<file path="config.mk">
export PLATFORM = sky130hd
export DESIGN_NAME = hcl_ram
export DESIGN_NICKNAME = d
export VERILOG_FILES = /design/src/rtl/hcl_ram.sv
export SDC_FILE = /design/constraint.sdc
export NUM_CORES = 1
export LEC_CHECK = 0
export BUFFER_PORTS_ARGS = -buffer_cell sky130_fd_sc_hd__buf_2
export CORE_MARGIN = 4
export CORE_UTILIZATION = 31
export DETAILED_ROUTE_END_ITERATION = 12
export GPL_ROUTABILITY_DRIVEN = 1
export PLACE_DENSITY_LB_ADDON = 0.2
export SYNTH_ARGS = -nofsm -noshare
export SYNTH_HDL_FRONTEND = slang
export SYNTH_SLANG_ARGS = --single-unit
</file>
<file path="constraint.sdc">
create_clock -name clk -period 1.94 [get_ports clk]
set_clock_uncertainty 0.1 [all_clocks]
set_input_delay 0.194 -clock clk [delete_from_list [all_inputs] [get_ports clk]]
set_output_delay 0.194 -clock clk [all_outputs]
set_load 0.03 [all_outputs]
</file>
<file path="src/rtl/hcl_ram.sv">
// generic simple dual port ram, one write and one registered read port
// no dependencies
`default_nettype none

module hcl_ram #(
  parameter int W = 8,
  parameter int D = 16
) (
  input  wire logic                 clk,
  input  wire logic                 we,
  input  wire logic [$clog2(D)-1:0] waddr,
  input  wire logic [W-1:0]         wdata,
  input  wire logic [$clog2(D)-1:0] raddr,
  output logic      [W-1:0]         rdata
);

  logic [W-1:0] mem [D];

  always_ff @(posedge clk) begin
    if (we) begin
      mem[waddr] <= wdata;
    end
    rdata <= mem[raddr];
  end

endmodule

`default_nettype wire

</file>
Word-level counts from Yosys, hierarchy flattened --
Memory sizes are Yosys's and may differ from the RTL's. A register that Yosys moved wholly into a read port is not among the register bits. Cells that the tools add are included.
Word-level totals: flip-flop bits (word level) 0, RAM bits 128, input port bits 18, logic and storage cells 3, memories kept 1
Operators by class: mux-type cells 2
Memory list:
- mem | depth 16, width 8, read ports 1, clocked after Yosys merged registers in 1, write ports 1, RTL line 17 | logic [W-1:0] mem [D];
Operators by type and width (count):
- $mux 1 | 2

Logic depth before layout (Yosys ltp) --
Gate-level depths: netlist of the first run.
depth in word-level cells 2, depth in mapped cells 5, depth with buffers taken out 3

Worst setup path before layout of the first run --
No wires, ideal clock.
kind input to register, start point input waddr[2], end point memory mem[0][0], enable pin, setup time 0.383 ns, arrival time 1.304 ns, slack 0.153 ns, stages 2, path buffers 0, cell sequence or3b_2 nor3_1
RTL lines:
- start: declaration | RTL line 11 | input wire logic [$clog2(D)-1:0] waddr,
- end: declaration | RTL line 17
Straight into the memory's write port.

==> results of run 1 <==
[critical path, delay by kind of cell (launching register included)]
kind,cells,cell delay [ps]
AO/OA/AOI/OAI,1,290
multiplexers,1,500
AND/OR/NAND/NOR,1,90
flip-flops,1,370
[flip-flops by register name, summed over array words and instances, names as in the netlist]
name   count
rdata      8
mem      128
[layout by cell type (no fill, tap or decap), drive strengths merged]
master / count
edfxtp: 128
buf: 49
mux4: 32
clkbuf: 22
a22oi: 16
nor2: 13
nand2: 9
clkinv: 9
dfxtp: 8
nor3: 4
nand3b: 2
nand2b: 2
nor2b: 1
and2: 1
and2b: 1
nand3: 1
or3b: 1
bufinv: 1
[power groups by stage]
stage | logic [uW] | clock network, uW | registers [uW]
floorplan | 167 | 0 | 3400
global placement | 353 | 0 | 3360
detailed placement | 357 | 0 | 3360
CTS | 359 | 3020 | 3300
global route | 380 | 3150 | 3310
finish | 349 | 2950 | 3300
[cell type report]
type / count / area, um^2
fillers: 1430 / 9833
flip-flops and latches: 136 / 4004
multi-input cells: 83 / 1057
clock buffers: 22 / 474.2
repair buffers: 49 / 342.8
well taps: 216 / 270.3
clock inverters: 10 / 76.32
[through the flow]
| stage | instances | util [%] |
|---|---|---|
| final | 516 | 38.76 |
| after global routing | 516 | 38.76 |
| after CTS | 516 | 38.76 |
| after detailed placement | 484 | 35.34 |
| after global placement | 484 | 35.34 |
| after floorplan | 229 | - |
[metal layers]
metal	GRT usage [%]	vias up	routed length [um]	share of wire (%)
li1	-	1090	-	-
met1	14.29	1282	4313	43
met2	18.65	38	5102	51
met3	3.493	11	386	3.9
met4	5.820	0	191	1.9
met5	0	-	0	0
[worst max path at each step]
stage	from	endpoint	slack, ps	cells after the start
final	mem[2][1]$_DFFE_PP_	rdata[1]$_DFF_P_	490	3
after global routing	mem[1][2]$_DFFE_PP_	rdata[2]$_DFF_P_	430	3
after CTS	mem[1][2]$_DFFE_PP_	rdata[2]$_DFF_P_	460	3
after detailed placement	raddr[0]	rdata[2]$_DFF_P_	210	5
after global placement	raddr[0]	rdata[2]$_DFF_P_	210	5
after floorplan	waddr[2]	mem[0][0]$_DFFE_PP_	150	2
[logic make-up after synthesis]
| group | Yosys count | share of synthesized area [%] |
|---|---|---|
| muxes | 32 | 15.02 |
| AOI/OAI and AO/OA | 16 | 2.334 |
| buffers and inverters | 10 | 1.677 |
| and+or+nand+nor | 35 | 3.184 |
| DFF | 136 | 77.78 |
==> reports/metrics.cfg, run 1 <==
[status]
outcome=finished, final reports clean

[route]
vias=2421
routedWlPerCell_um=19.37
drt_iter0_markers=111
drc=0
routed_wl_um=9994
drt_first_pass_iters=4
vias_per_cell=4.692
final_antenna_net_count=0

[timing]
tns_ps=0
rsz0062_at_grt=no
hold_viol_final=0
finalCritPeriodShare_pct=75.00
setup-violations-final=0
worst_pin_slew_ps=380.9
period_needed_ps=1455
slew_headroom_pct=74.56
setup_ws_ps=485.0
report.final.slew_viol_count=0
max_freq_ghz=0.6873
holdWs_ps=75.28

[synth]
syn-cell-area_um2=5147
yosys.cell_count.top_type=edfxtp_1
synthFlopType=edfxtp_1
synth_seq_cells=136
netlist_top_cells_area=edfxtp_1, mux4_2, mux4_1
yosys_warnings=0
yosysSeqAreaShare_pct=77.78
synth_cell_types=19
synth-edff-count=128
synth_top_cell_area_share_pct=74.67
synthTopCellsByCount=edfxtp_1, mux4_2, a22oi_1
synth_fp_nets=247
postSynthAreaPerCell_um2=22.48
async_reset_ff_share_pct=0
synthCells=229
synth.largest_area_cell=edfxtp_1

[power]
clkPwrFrac_pct=44.7
power.total_uw=6601
p_leak_uw=0.002111
peakVddDrop_uv=635.1
switching_share_pct=20.19
combPwrFrac_pct=5.3
p_int_uw=5269
seqPwrFrac_pct=50.0
p_switching_uw=1333
powerDensity_nw_per_um2=1061

[clock_tree]
hold_buffers=0
htreeDepth=4
clock_latency_ps=410
cts_inserted_buffers=17
cts_resized=0
cts.sinks=136
cts_tree=yes
clkSlewWorstSetupHoldPaths_ps=60
clk_root_buffer_cell=clkbuf_16
clk_path_buf_depth=2
cts_setup_buffers=0

[floorplan]
num_rows=46
io_pins=26
die_h_um=136.9
dieArea_um2=18730
initial_utilization_pct=32.06
dieWidth_um=136.9
core_area_um2=16060

[setup_path]
cp.required_ps=2130
criticalPathCategory=register to register
arrival_ps=1650
r2r_end=rdata[1]$_DFF_P_
crit_fanout=1
cp-start-kind=register
r2r_start=mem[2][1]$_DFFE_PP_
worstPathCellList=mux4_1 -> a22oi_1 -> nand2_1
reg2reg_slack_ps=490
reg2regPathDepth=3
crit_path_max_incr_delay_ps=500
endpoint_kind=register
cp_slowest_cell=mux4_1

[place]
gp_congestion=0.6996
io_buffers=25
place_area_um2=5674
post-place-ws_ps=207.4
dp_hpwl_um=6810

[grt]
track_usage_pct=11.61
antenna_found_initial=0
grt_max_degree=17
grt_overflow_total=0
grt_pass1_wl_um=15320
grt_pass1_vias=2493

[finish]
syn2layout_area_growth_pct=20.93
diodes=0
design_area_um2=6225
fin_nets=305
drive_gt1_share_pct=32.00

[hold_path]
worstHoldStart=wdata[7]
hold_path_end=mem[15][7]$_DFFE_PP_
hold_class=input port to register
min_path_cells=1

[job]
max-cap-violations=0

No activity file was read; power rests on OpenSTA's default activity.
==> inputs of run 2 (changes only) <==
Clock period 1.94 ns to 1.5 ns, I/O delays scaled along.
==> reports/metrics.cfg, run 2 (same netlist as run 1, synthesis figures left out) <==
[timing]
setup_ws_ps=81.93  ; was 485.0 ps
finalCritPeriodShare_pct=94.54  ; was 75.00%
period_needed_ps=1418  ; was 1455 ps
hold_viol_final=0  ; unchanged
worst_pin_slew_ps=804.3  ; was 380.9 ps
setup-violations-final=0  ; unchanged
slew_headroom_pct=46.27  ; was 74.56%
rsz0062_at_grt=no  ; unchanged
holdWs_ps=37.49  ; was 75.28 ps
max_freq_ghz=0.7052  ; was 0.6873 GHz
report.final.slew_viol_count=0  ; unchanged
tns_ps=0  ; unchanged

[finish]
drive_gt1_share_pct=33.00  ; was 32.00%
diodes=0  ; unchanged
syn2layout_area_growth_pct=21.39  ; was 20.93%
layout_common_cells=edfxtp_1, buf_2, buf_4  ; unchanged
largest_reg_flops=128  ; unchanged
fin_nets=306  ; was 305
layout_commonest_cell=edfxtp_1  ; unchanged
top_regs=mem x128, rdata x8  ; unchanged
top_register=mem  ; unchanged

[setup_path]
r2r_start=mem[9][4]$_DFFE_PP_  ; was mem[2][1]$_DFFE_PP_
cp.required_ps=1690  ; was 2130 ps
cp_slowest_cell=mux4_1  ; unchanged
criticalPathCategory=register to register  ; unchanged
cp-start-kind=register  ; unchanged
cp_num_buf_inv=0  ; unchanged
worst-path-stages=3  ; unchanged
reg2reg_slack_ps=80  ; was 490 ps
arrival_ps=1610  ; was 1650 ps
reg2regPathDepth=3  ; unchanged
worstPathCellList=mux4_1 -> a22oi_1 -> nand2_1  ; unchanged
crit_fanout=1  ; unchanged
crit_family=multiplexers  ; unchanged
endpoint_kind=register  ; unchanged
r2r_end=rdata[4]$_DFF_P_  ; was rdata[1]$_DFF_P_
crit_path_max_incr_delay_ps=510  ; was 500 ps

[clock_tree]
clk_root_buffer_cell=clkbuf_16  ; unchanged
clk_path_buf_depth=2  ; unchanged
htreeDepth=4  ; unchanged
cts_inserted_buffers=17  ; unchanged
clkSlewWorstSetupHoldPaths_ps=50  ; was 60 ps
cts.sinks=136  ; unchanged
hold_buffers=0  ; unchanged
cts_tree=yes  ; unchanged
cts_setup_buffers=0  ; unchanged
clock_latency_ps=410  ; about the same

[route]
vias_per_cell=4.647  ; was 4.692
vias=2398  ; was 2421
final_antenna_net_count=0  ; unchanged
routedWlPerCell_um=19.93  ; was 19.37 um
drt_first_pass_iters=4  ; unchanged
drc=0  ; unchanged
routed_wl_um=10280  ; was 9994 um
drt_iter0_markers=153  ; was 111

[grt]
grt_pass1_wl_um=15810  ; was 15320 um
grt_overflow_total=0  ; unchanged
antenna_found_initial=0  ; unchanged
grt_max_degree=24  ; was 17
track_usage_pct=12.01  ; was 11.61%
grt_pass1_vias=2582  ; was 2493

[place]
dp_hpwl_um=6768  ; was 6810 um
gp_congestion=0.7066  ; was 0.6996
post-place-ws_ps=-257.7  ; was 207.4 ps
io_buffers=25  ; unchanged

[power]
power.total_uw=8600  ; was 6601 uW
peakVddDrop_uv=817.8  ; was 635.1 uV
powerDensity_nw_per_um2=1376  ; was 1061 nW/um^2
p_leak_uw=0.002102  ; was 0.002111 uW

[floorplan]
dieArea_um2=18730  ; unchanged
core_area_um2=16060  ; unchanged
dieWidth_um=136.9  ; unchanged
initial_utilization_pct=32.06  ; unchanged
io_pins=26  ; unchanged
num_rows=46  ; unchanged
die_h_um=136.9  ; unchanged

[status]
outcome=finished, final reports clean  ; unchanged

[hold_path]
min_path_cells=1  ; unchanged
hold_class=input port to register  ; unchanged
hold_path_end=mem[8][3]$_DFFE_PP_  ; was mem[15][7]$_DFFE_PP_
worstHoldStart=wdata[3]  ; was wdata[7]

[job]
max-cap-violations=0  ; unchanged

[run 2: changes by cell type in the layout (fill, tap and decap cells not counted), moves of 2 or more]
cell,change
clkinv_2,-5
clkinv_1,-2
clkbuf_8,+2
a22oi_1,-2
a22oi_2,+2
mux4_2,+2
mux4_1,-2
clkbuf_1,+4
[run 2: worst max path at each step]
stage / to / startpoint
global placement: rdata[1]$_DFF_P_ / raddr[0]
floorplan: mem[3][0]$_DFFE_PP_ / waddr[2]
finish: rdata[4]$_DFF_P_ / mem[9][4]$_DFFE_PP_
detailed placement: rdata[1]$_DFF_P_ / raddr[0]
CTS: rdata[1]$_DFF_P_ / mem[0][1]$_DFFE_PP_
global route: rdata[4]$_DFF_P_ / mem[9][4]$_DFFE_PP_
[run 2: through the flow]
stage                     utilization, %  area (um^2)  instances
after detailed placement           35.41         5687        485
after CTS                          38.93         6251        516
after floorplan                        -         5152        229
after global routing               38.91         6248        516
after global placement             35.41         5687        485
final                              38.91         6248        516
[run 2: what timing repair did]
| action | in CTS | in global routing |
|---|---|---|
| gates resized for setup | 1 | 3 |
| pin swaps | 0 | 1 |
| setup endpoints to repair | 1 | 2 |
| endpoints found under the hold margin | 0 | 0 |
[run 2: area by class of cell]
cell class	instances	area, um^2
clock buffers	28	516.7
clock inverters	3	42.54
fillers	1453	9809
multi-input cells	83	1065
flip-flops and latches	136	4004
well taps	216	270.3
repair buffers	50	350.3
[run 2: per-layer routing]
metal	routed length, um	track usage (%)	vias up
li1	-	-	1086
met1	4570	14.82	1266
met2	5285	19.63	33
met3	250	3.309	13
met4	177	5.654	0
met5	0	0	-
[run 2: power by group]
group,internal (uW),switching [uW]
sequential,4250,22.2
clock,2490,1380
combinational,187,272
total,6930,1670
