<file path="config.mk">
export PLATFORM = sky130hd
export DESIGN_NAME = hcl_min2
export DESIGN_NICKNAME = d
export VERILOG_FILES = /design/src/rtl/hcl_pkg.sv /design/src/rtl/hcl_min2.sv
export SDC_FILE = /design/constraint.sdc
export NUM_CORES = 1
export LEC_CHECK = 0
export BUFFER_PORTS_ARGS = -buffer_cell sky130_fd_sc_hd__clkbuf_2
export CORE_ASPECT_RATIO = 1.75
export CORE_MARGIN = 1.5
export CORE_UTILIZATION = 25
export DETAILED_ROUTE_END_ITERATION = 12
export HOLD_SLACK_MARGIN = 0.03
export SYNTH_ARGS = -nofsm -noshare
export SYNTH_HDL_FRONTEND = slang
export SYNTH_SLANG_ARGS = --single-unit
</file>
<file path="constraint.sdc">
create_clock -name clk -period 7.1 [get_ports clk]
set_clock_uncertainty 0.15 [all_clocks]
set_input_delay 1.42 -clock clk [delete_from_list [all_inputs] [get_ports clk]]
set_output_delay 1.42 -clock clk [all_outputs]
set_load 0.03 [all_outputs]
</file>
<file path="src/rtl/hcl_pkg.sv">
// package for the huffman code length builder
// types, operation codes and the bit reverse helper; no dependencies
`default_nettype none

package hcl_pkg;

  localparam int SYM_BITS   = 9;
  localparam int CNT_BITS   = 25;
  localparam int LEN_BITS   = 9;
  localparam int CODE_BITS  = 15;
  localparam int NCODE_BITS = 16;

  localparam logic [1:0] OP_LOAD  = 2'd0;
  localparam logic [1:0] OP_BUILD = 2'd1;
  localparam logic [1:0] OP_READ  = 2'd2;

  localparam logic KIND_STATUS = 1'b0;
  localparam logic KIND_ENTRY  = 1'b1;

  localparam logic REG_SYMBOLS   = 1'b0;
  localparam logic REG_INCREMENT = 1'b1;

  typedef struct packed {
    logic [1:0]          operation;
    logic [SYM_BITS-1:0] symbol_index;
    logic [15:0]         symbol_count;
  } in_word_t;

  typedef struct packed {
    logic                 result_kind;
    logic [3:0]           code_length;
    logic [CODE_BITS-1:0] code_bits;
    logic                 length_overflow;
  } out_word_t;

  // two smallest nonzero counts seen in a scan
  typedef struct packed {
    logic                have1;
    logic                have2;
    logic [CNT_BITS-1:0] c1;
    logic [CNT_BITS-1:0] c2;
    logic [SYM_BITS-1:0] i1;
    logic [SYM_BITS-1:0] i2;
  } pick_t;

  // reverse the low len bits of v
  function automatic logic [CODE_BITS-1:0] rev_code(input logic [CODE_BITS-1:0] v,
                                                    input logic [3:0] len);
    logic [CODE_BITS-1:0] r;
    for (int b = 0; b < CODE_BITS; b++) begin
      r[b] = v[CODE_BITS-1-b];
    end
    rev_code = r >> (4'(CODE_BITS) - len);
  endfunction

endpackage

`default_nettype wire

</file>
<file path="src/rtl/hcl_min2.sv">
// compare unit tracking the two smallest nonzero counts of a scan
// depends on hcl_pkg
`default_nettype none

module hcl_min2 (
  input  wire logic                         clk,
  input  wire logic                         rst_n,
  input  wire logic                         clr,
  input  wire logic                         en,
  input  wire logic [hcl_pkg::CNT_BITS-1:0] cnt,
  input  wire logic [hcl_pkg::SYM_BITS-1:0] idx,
  output hcl_pkg::pick_t                    pick
);

  hcl_pkg::pick_t pick_r, pick_nxt;

  // ties keep the earlier (lower) index
  always_comb begin
    pick_nxt = pick_r;
    if (clr) begin
      pick_nxt.have1 = 1'b0;
      pick_nxt.have2 = 1'b0;
    end else if (en && cnt != '0) begin
      if (!pick_r.have1 || cnt < pick_r.c1) begin
        if (pick_r.have1) begin
          pick_nxt.c2    = pick_r.c1;
          pick_nxt.i2    = pick_r.i1;
          pick_nxt.have2 = 1'b1;
        end
        pick_nxt.c1    = cnt;
        pick_nxt.i1    = idx;
        pick_nxt.have1 = 1'b1;
      end else if (!pick_r.have2 || cnt < pick_r.c2) begin
        pick_nxt.c2    = cnt;
        pick_nxt.i2    = idx;
        pick_nxt.have2 = 1'b1;
      end
    end
  end

  always_ff @(posedge clk) begin
    if (!rst_n) begin
      pick_r.have1 <= 1'b0;
      pick_r.have2 <= 1'b0;
    end else begin
      pick_r.have1 <= pick_nxt.have1;
      pick_r.have2 <= pick_nxt.have2;
    end
    pick_r.c1 <= pick_nxt.c1;
    pick_r.c2 <= pick_nxt.c2;
    pick_r.i1 <= pick_nxt.i1;
    pick_r.i2 <= pick_nxt.i2;
  end

  assign pick = pick_r;

endmodule

`default_nettype wire

</file>
# Word level (Yosys, flattened, before mapping)
# Index checks and enable logic that the tools add are counted.
# W data, S select, Z words.
[op_classes]
n_eq_ne = 1
order_cmp = 2
bitwise = 2
n_reduce_logical = 12
n_mux = 9
[op_table]
columns = ["op", "count"]
rows = [
  ["$mux W25", 3],
  ["$lt A25 B25 Y1", 2],
  ["$mux W9", 3],
  ["$reduce_bool A25 Y1", 1],
  ["$reduce_and A3 Y1", 2],
  ["$reduce_and A4 Y1", 1],
  ["$mux W1", 3],
  ["$logic_not A1 Y1", 2],
  ["$logic_or A1 B1 Y1", 2],
  ["$ne A2 B2 Y1 const B", 1],
  ["$not A1 Y1", 2],
  ["$reduce_and A2 Y1", 1],
  ["$reduce_bool A2 Y1", 1],
  ["$reduce_or A2 Y1", 1],
  ["$logic_and A1 B1 Y1", 1],
]
[totals]
elab_cells = 32
regBits = 70
out_inout_bits = 70
in_bits = 38

# Depth between registers and ports, before layout
# Gate-level depths: netlist of the first run.
[depth]
depth_word = 4
depth_mapped = 9
ltp_nobuf = 8

# Least setup slack after synthesis of the first run
# OpenSTA, ideal clock, no wires.
[synth_timing]
path_kind = "input port to flip-flop"
start = "input cnt[23] (netlist bit)"
end = "register pick_r, in the netlist pick[10] (enable)"
stages = 8
slack_ns = 2.689
arrival_time_ns = 3.867
n_path_buf = 1
cell_sequence = "ha_1 > a21oi_1 > nand2_1 > a221o_1 > a211o_1 > o21ai_4 > buf_6 > and2_1"
[synth_between]
elab_chain_cells = 3
[synth_lines]
columns = ["item", "line", "text"]
rows = [
  ["from (decl)", "hcl_min2.sv:10", "input wire logic [hcl_pkg::CNT_BITS-1:0] cnt,"],
  ["$lt A25 B25 Y1 or $reduce_bool A25 Y1 (tied branches)", "hcl_min2.sv:24, hcl_min2.sv:23", ""],
  ["$logic_or A1 B1 Y1 or $logic_and A1 B1 Y1 (tied branches)", "hcl_min2.sv:24, hcl_min2.sv:23", ""],
  ["$reduce_and A3 Y1 (no line) *", "--", ""],
  ["to (decl)", "hcl_min2.sv:15", "hcl_pkg::pick_t pick_r, pick_nxt;"],
]
# Mark *: on every way between the ends. The rest lies on a longest branch, timed or not.
# A chain may end at the register's enable or synchronous reset.

# Worst setup path in the final report of the first run
[layout_timing]
start = "input cnt[23] (netlist bit)"
end = "register pick_r, in the netlist pick[42] (enable)"
[layout_between]
elab_chain_cells = 4
[layout_lines]
columns = ["item", "line"]
rows = [
  ["$lt A25 B25 Y1 (on tied branches)", "hcl_min2.sv:24, hcl_min2.sv:33"],
  ["$logic_or A1 B1 Y1 (on tied branches)", "hcl_min2.sv:24, hcl_min2.sv:33"],
  ["$ne A2 B2 Y1 (no line) or $reduce_bool A2 Y1 (tied branches)", "--"],
  ["$reduce_and A4 Y1 (no line) *", "--"],
]
# Marks and branches as above.

==> metrics.cfg, run 1 <==
[run_status]
status = complete, no violations

[detailed_routing]
wl_per_cell_um = 15.7
postRouteAntennaNets = 0
drtPass1Iterations = 4
vias_per_cell = 4.51
drt-initial-drc-count = 106
via_count = 2722
drc = 0
wirelength_um = 9510

[clock_network]
cts_setup_buffers = 0
worstSkewPairLatency_ns = 0.33
numCtsBuffers = 9
htreeDepth = 3
clock-root-buffer = clkbuf_16
cts_resized = 0
cts.clk_slew.worst_paths_ns = 0.05
cts_hold_buf = 0
cts_sinks = 70
clockBufferDepth = 2
tritoncts = built

[layout]
largest_reg_flops = 70
final_nets = 502
stdcell_area_sq_um = 4880
syn_to_final_growth_pct = 28.3
drive_gt1_share_pct = 37.5
post_layout_nonfiller_instances = 604
num_antenna_cells = 0
fin_util_pct = 32.8

[setup_path]
crit_type = in2reg
startpoint = cnt[23]
cp-start-kind = primary input
setup.worst_path.end_class = register
cp.arrival_ns = 3.82
cp_data_required_time_ns = 6.91
r2r_start = pick[66]
critical_path_peak_fanout = 34

[synthesis]
synth_seq_cells = 70
seq_area_frac_synth_pct = 54.7
async_flop_share_pct = 0
synth_enable_flop_cells = 68
synthCells = 300
yosysUniqueCellTypes = 31
avgSynthCellArea_sq_um = 12.7
synth_area_sq_um = 3810
yosys_warnings = 0
synth_fp_nets = 386
synth_top_cell_area_share_pct = 53.6
ys.flop_type = edfxtp_1
synthTopCellsByArea = edfxtp_1 (54%), ha_1 (16%), mux2_2 (9.8%)
synth_top_area_cell = edfxtp_1

[global_route]
track_usage_pct = 12.8
grt_remaining_overflow = 0
grt_start_max_net_pins = 35
grt_pass1_wl_um = 15500
first_global_vias = 3017
antenna_found_initial = 0

[place]
dpl.hpwl_um = 7290
routabilityCongestion = 0.853
dp_slack_ns = 2.61
place_area_sq_um = 4550
port_buffers = 107
dp.cells = 588

[timing]
fin_tns_setup_ns = 0
finalWorstSetupSlack_ns = 3.08
tightest_slew_ns = 0.955
maxSlewHeadroom_pct = 36.4
finalHoldViolations = 0
maxSlewViolCount = 0
timing.final.crit_share_pct = 56.6
timing.hold.ws_ns = 0.351
finalSetupViolCount = 0
period_needed_ns = 4.02
rsz0062_at_grt = no
max_freq_mhz = 249

[power_and_ir_drop]
power_density_nw_per_um2 = 227
total_power_mw = 1.11
cellLeakagePower_nw = 2.18
ir_drop_mv = 0.123

[min_path]
worstHoldPathType = reg2reg
min-delay-start = pick[68]

[die]
core_area_sq_um = 14900
rows = 59
die_area_sq_um = 16000
ioPinCount = 108
die_y_um = 166
start_util_pct = 25.5
die_x_um = 96.3

[run]
cap_violations = 0

## cells by family (layout without fill, tap and decap cells)
family          count (synthesis)  in the layout  synth area share (%)
compound gates                 44             44                  7.17
buf+inv                        53            174                  5.82
simple gates                   51             51                  6.48
mux                            34             34                  10.1
fa+ha+maj                      48             48                  15.8
flops                          70             70                  54.7
## cell usage after synthesis, drive strengths merged, types with 2 or more instances
cell type,n
edfxtp,68
inv,50
ha,48
mux2,34
a21oi,22
nand2,16
nor2,11
o21ai,10
nor4,7
nand3,5
nand4,5
buf,3
a21o,2
a221oi,2
dfxtp,2
nand2b,2
## final timing paths
check | cells past startpoint | end | slack, ns
worst max-delay path | 8 | pick[42] | 3.08
worst min-delay path | 2 | pick[68] | 0.35
worst max register to register | 8 | pick[42] | 3.91
worst min register to register | 2 | pick[68] | 0.35
## cell type report
class / instances / area, sq um
clock inverters: 7 / 113
flip-flops and latches: 70 / 2080
multi-input cells: 177 / 1510
repair buffers: 108 / 543
inverters: 50 / 188
fillers: 1580 / 10000
well taps: 183 / 229
clock buffers: 9 / 225
## worst max-delay path, cell delays in order
cell and delay, ns:
clkbuf_2 0.14, ha_1 0.34, nand4_1 0.16, nor4_1 0.49, nand2_1 0.14, a21oi_1 0.33
nor2_1 0.07, o311a_2 0.73
## per-layer routing
layer	part of all wire, %	global-route usage [%]	vias up	routed length [um]
met5	0	0	-	0
met4	1.9	4.86	0	176
met3	6.3	4.12	13	597
met2	52	22.0	77	4940
met1	40	14.4	1301	3790
li1	-	-	1331	-
## layout by cell type (no fill, tap or decap), drive strengths merged
cell type / Yosys / layout
a211oi: 1 / 1
mux2: 34 / 34
nand4: 5 / 5
o211a: 1 / 1
nor3: 1 / 1
a21oi: 22 / 22
edfxtp: 68 / 68
nand2b: 2 / 2
clkbuf: 0 / 116
a21o: 2 / 2
a41oi: 1 / 1
a221o: 1 / 1
buf: 3 / 1
dfxtp: 2 / 2
nand3: 5 / 5
o21ai: 10 / 10
clkinvlp: 0 / 2
nor4: 7 / 7
a211o: 1 / 1
or3: 1 / 1
nor2b: 1 / 1
o311a: 1 / 1
and4: 1 / 1
bufinv: 0 / 3
nor2: 11 / 11
inv: 50 / 50
o21bai: 1 / 1
a31oi: 1 / 1
nand2: 16 / 16
clkinv: 0 / 2
a221oi: 2 / 2
and2: 1 / 1
ha: 48 / 48
## power breakdown
group	switching, mW	internal [mW]
Sequential	0.00751	0.469
Clock	0.170	0.340
Combinational	0.0759	0.0452
Total	0.254	0.854
(Power assumes the default switching activity.)
==> inputs of run 2 (changes only) <==
==> constraint.sdc (replaced) <==
create_clock -name clk -period 3.9 [get_ports clk]
set_clock_uncertainty 0.15 [all_clocks]
set_input_delay 0.78 -clock clk [delete_from_list [all_inputs] [get_ports clk]]
set_output_delay 0.78 -clock clk [all_outputs]
set_load 0.03 [all_outputs]
==> run 2 against run 1 <==
Against the previous run: first-iteration DRC count is 9.4% higher; clock-buffer cell count stayed put; final cell count is 0.66% higher; worst setup slack worse by 2.6 ns; largest cell class unchanged; highest routed layer unchanged; sequential cell count stayed put; critical path depth stayed put; core utilization is 0.12 points lower; worst hold slack better by 0.0060 ns; combinational power is 88% higher; largest power group is now sequential cells; global-route usage hardly changed; register-to-register slack worse by 3.2 ns.
==> metrics.cfg, run 2 (same netlist as run 1, synthesis figures left out) <==
[detailed_routing]
wirelength_um = 9810
vias_per_cell = 4.53
via_count = 2753
postRouteAntennaNets = 0
drc = 0
drt-initial-drc-count = 116
drtPass1Iterations = 4
wl_per_cell_um = 16.1

[clock_network]
cts_hold_buf = 0
cts_sinks = 70
htreeDepth = 3
clockBufferDepth = 2
cts_setup_buffers = 0
cts.clk_slew.worst_paths_ns = 0.06
tritoncts = built
numCtsBuffers = 9
worstSkewPairLatency_ns = 0.33
clock-root-buffer = clkbuf_16
cts_resized = 0

[timing]
max_freq_mhz = 294
tightest_slew_ns = 0.948
rsz0062_at_grt = no
maxSlewViolCount = 0
finalSetupViolCount = 0
finalHoldViolations = 0
timing.final.crit_share_pct = 87.2
timing.hold.ws_ns = 0.357
period_needed_ns = 3.40
maxSlewHeadroom_pct = 36.8
fin_tns_setup_ns = 0

[min_path]
holdPathStages = 2
min-delay-start = pick[68]
worstHoldPathType = reg2reg

[layout]
num_antenna_cells = 0
fin_util_pct = 32.6
layout_common_cells = clkbuf_2 (107), edfxtp_1 (68), inv_1 (50), ha_1 (48), mux2_2 (33)
drive_gt1_share_pct = 38.4
largest_reg_flops = 70
syn_to_final_growth_pct = 27.9
layout_commonest_cell = clkbuf_2
final_nets = 506

[global_route]
grt_pass1_wl_um = 15400
grt_start_max_net_pins = 35
antenna_found_initial = 0
track_usage_pct = 12.9
first_global_vias = 2936
grt_remaining_overflow = 0

[power_and_ir_drop]
p_int_mw = 1.43
cellLeakagePower_nw = 2.19
total_power_mw = 1.88
power_density_nw_per_um2 = 387
p_switching_uw = 455
swShare_pct = 24.2
combPwrFrac_pct = 12.1
ir_drop_mv = 0.246
pwr-share-seq_pct = 46.1
pwr-share-clk_pct = 41.9

[die]
die_x_um = 96.3
die_y_um = 166
core_area_sq_um = 14900
start_util_pct = 25.5
die_area_sq_um = 16000
rows = 59
ioPinCount = 108

[setup_path]
r2r_cells = 8
cp-start-kind = primary input
crit_chain = clkbuf_2 > ha_1 > nand4_1 > nor4_1 > nand2_1 > a21oi_1 > nor2_1 > o311a_2
crit_type = in2reg
cp_top_family = compound AO/OA/AOI/OAI gates
cp.arrival_ns = 3.20
cp_data_required_time_ns = 3.70
critPathMaxStageDelay_ns = 0.72
crit_cells = 8
r2r_start = pick[66]
startpoint = cnt[23]
setup.worst_path.end_class = register
cp_num_buf_inv = 1
critical_path_peak_fanout = 34
slowest_stage = o311a_2

[place]
port_buffers = 107
dpl.hpwl_um = 7630
routabilityCongestion = 0.837

[run]
cap_violations = 0

[run_status]
status = complete, no violations

[run 2: worst min-delay path, cell delays in order (launching register included)]
cell and delay [ns]:
dfxtp_1 0.32, nor2_1 0.10, nor2_1 0.04
[run 2: layout make-up]
class / instances / area, sq um
clock inverter: 7 / 65.1
tap: 183 / 229
timing repair buffer: 112 / 573
inverter: 50 / 188
sequential: 70 / 2080
fill: 1559 / 10000
clock buffer: 9 / 225
multi-input combinational: 177 / 1510
[run 2: power by group through the flow]
stage          registers, mW  clock network [mW]  logic, mW
2_1_floorplan          0.920                   0     0.0996
3_3_place_gp           0.882                   0      0.224
3_5_place_dp           0.883                   0      0.230
4_1_cts                0.867               0.814      0.231
5_1_grt                0.870               0.845      0.253
6_report               0.867               0.789      0.227
[run 2: path summary, 6_finish.rpt]
| path | end | slack, ns |
|---|---|---|
| max | pick[29] | 0.50 |
| min | pick[68] | 0.36 |
| max reg2reg | pick[29] | 0.69 |
| min reg2reg | pick[68] | 0.36 |
[run 2: through the flow]
step	cells	cell area (sq um)	setup WS (ns)
3_3_place_gp	592	4580	0.130
5_1_grt	608	4870	0.303
2_1_floorplan	300	3810	0.129
3_5_place_dp	592	4580	0.0684
4_1_cts	608	4870	0.399
6_report	608	4870	0.498
[run 2: metal layers]
metal	track usage (%)	up-vias	wire length, um
met4	4.41	0	130
met5	0	-	0
met2	22.5	80	5150
met1	14.3	1324	3870
met3	4.03	7	649
li1	-	1342	-
==> inputs of run 3 (changes only) <==
--- a/config.mk
+++ b/config.mk
@@ -11,6 +11,7 @@
 export CORE_UTILIZATION = 25
 export DETAILED_ROUTE_END_ITERATION = 12
 export HOLD_SLACK_MARGIN = 0.03
+export REMOVE_ABC_BUFFERS = 1
 export SYNTH_ARGS = -nofsm -noshare
 export SYNTH_HDL_FRONTEND = slang
 export SYNTH_SLANG_ARGS = --single-unit
==> run 3 against run 2 <==
Against the previous run: die area unchanged; largest cell class unchanged; sequential share of layout area shrank 0.13 points; critical path type unchanged; critical path depth is the same; largest power group unchanged.
==> metrics.cfg, run 3 (same netlist as run 1, synthesis figures left out) <==
[timing]
rsz0062_at_grt = no
timing.hold.ws_ns = 0.374
finalSetupViolCount = 0
max_freq_mhz = 302
maxSlewHeadroom_pct = 38.0
period_needed_ns = 3.31
finalHoldViolations = 0
timing.final.crit_share_pct = 84.9
maxSlewViolCount = 0
tightest_slew_ns = 0.930
finalWorstSetupSlack_ns = 0.591
fin_tns_setup_ns = 0

[clock_network]
clockBufferDepth = 2
cts.clk_slew.worst_paths_ns = 0.05
htreeDepth = 3
cts_setup_buffers = 0
cts_sinks = 70
clock-root-buffer = clkbuf_16
tritoncts = built
cts_resized = 0
worstSkewPairLatency_ns = 0.33
numCtsBuffers = 9
cts_hold_buf = 0

[layout]
largest_reg_flops = 70
post_layout_nonfiller_instances = 608
syn_to_final_growth_pct = 28.3
fin_util_pct = 32.7
layout_commonest_cell = clkbuf_2
fill_cells = 1561
final_nets = 506
register_area_sq_um = 2080
layout_common_cells = clkbuf_2 (107), edfxtp_1 (68), inv_1 (50), ha_1 (48), mux2_2 (33)
multi_input_area_sq_um = 1510
drive_gt1_share_pct = 37.6
num_antenna_cells = 0

[detailed_routing]
wirelength_um = 9860
drt-initial-drc-count = 112
wl_per_cell_um = 16.2
via_count = 2750
vias_per_cell = 4.52
postRouteAntennaNets = 0
drtPass1Iterations = 4
drc = 0

[die]
die_area_sq_um = 16000
ioPinCount = 108
start_util_pct = 25.5
die_x_um = 96.3
core_area_sq_um = 14900
rows = 59
die_y_um = 166

[run_status]
status = complete, no violations

[min_path]
worstHoldEndpoint = pick[68]
worstHoldPathType = reg2reg
holdPathStages = 2
min-delay-start = pick[68]

[place]
dpl.hpwl_um = 7730
port_buffers = 107
routabilityCongestion = 0.813
dp_slack_ns = 0.211
dp.cells = 592

[power_and_ir_drop]
ir_drop_mv = 0.185
power_density_nw_per_um2 = 398
cellLeakagePower_nw = 2.20

[setup_path]
r2r_cells = 8
cp.arrival_ns = 3.11
crit_type = in2reg
critical_path_peak_fanout = 34
cp_data_required_time_ns = 3.70
setup.worst_path.end_class = register
r2r_start = pick[66]
reg2reg_to = pick[4]
r2r_slack_ns = 0.75
cp-start-kind = primary input

[global_route]
track_usage_pct = 12.9
antenna_found_initial = 0
grt_pass1_wl_um = 15100
grt_remaining_overflow = 0
grt_start_max_net_pins = 35
first_global_vias = 2936

[run]
cap_violations = 0

[run 3: final cells by class]
class / instances / area share, %
Inverter: 50 / 3.84
Multi-Input combinational cell: 177 / 30.8
Clock inverter: 6 / 1.56
Sequential cell: 70 / 42.6
Clock buffer: 10 / 4.69
Timing Repair Buffer: 112 / 11.7
Tap cell: 183 / 4.69
[run 3: worst max path at each step]
stage                     startpoint       end  slack [ns]  cells after the start
after floorplan              cnt[23]  pick[10]       -0.18                      7
after global placement       cnt[23]   pick[0]        0.21                      8
after detailed placement     cnt[23]   pick[0]        0.21                      8
after CTS                    cnt[23]   pick[4]        0.55                      8
after global routing          cnt[8]   pick[5]        0.40                      8
final                        cnt[23]   pick[4]        0.59                      8
[run 3: where the power goes]
part / internal [mW] / leakage (nW) / switching (mW) / total [mW]
combinational: 0.0852 / 1.40 / 0.141 / 0.226
clock: 0.552 / 0.149 / 0.296 / 0.848
sequential: 0.853 / 0.642 / 0.0149 / 0.868
total: 1.49 / 2.20 / 0.452 / 1.94
[run 3: through the flow]
stage | area [sq um] | power [mW]
final | 4880 | 1.94
after global routing | 4880 | 2.02
after CTS | 4880 | 1.97
after detailed placement | 4580 | 1.11
after global placement | 4580 | 1.11
after floorplan | 3770 | 1.02
[run 3: critical path, cell delays in order]
cell      delay, ns
clkbuf_2       0.14
ha_1           0.35
a21oi_1        0.16
nand2_1        0.07
a221o_1        0.34
a211o_1        0.32
nor2_1         0.12
o311a_2        0.81
[run 3: metal layers]
layer	wire length, um	vias to the layer above	share of wire [%]	track usage, %
met4	152	0	1.5	4.99
met3	470	10	4.8	3.11
met5	0	-	0	0
met1	3750	1309	38	13.5
li1	-	1349	-	-
met2	5490	82	56	23.8
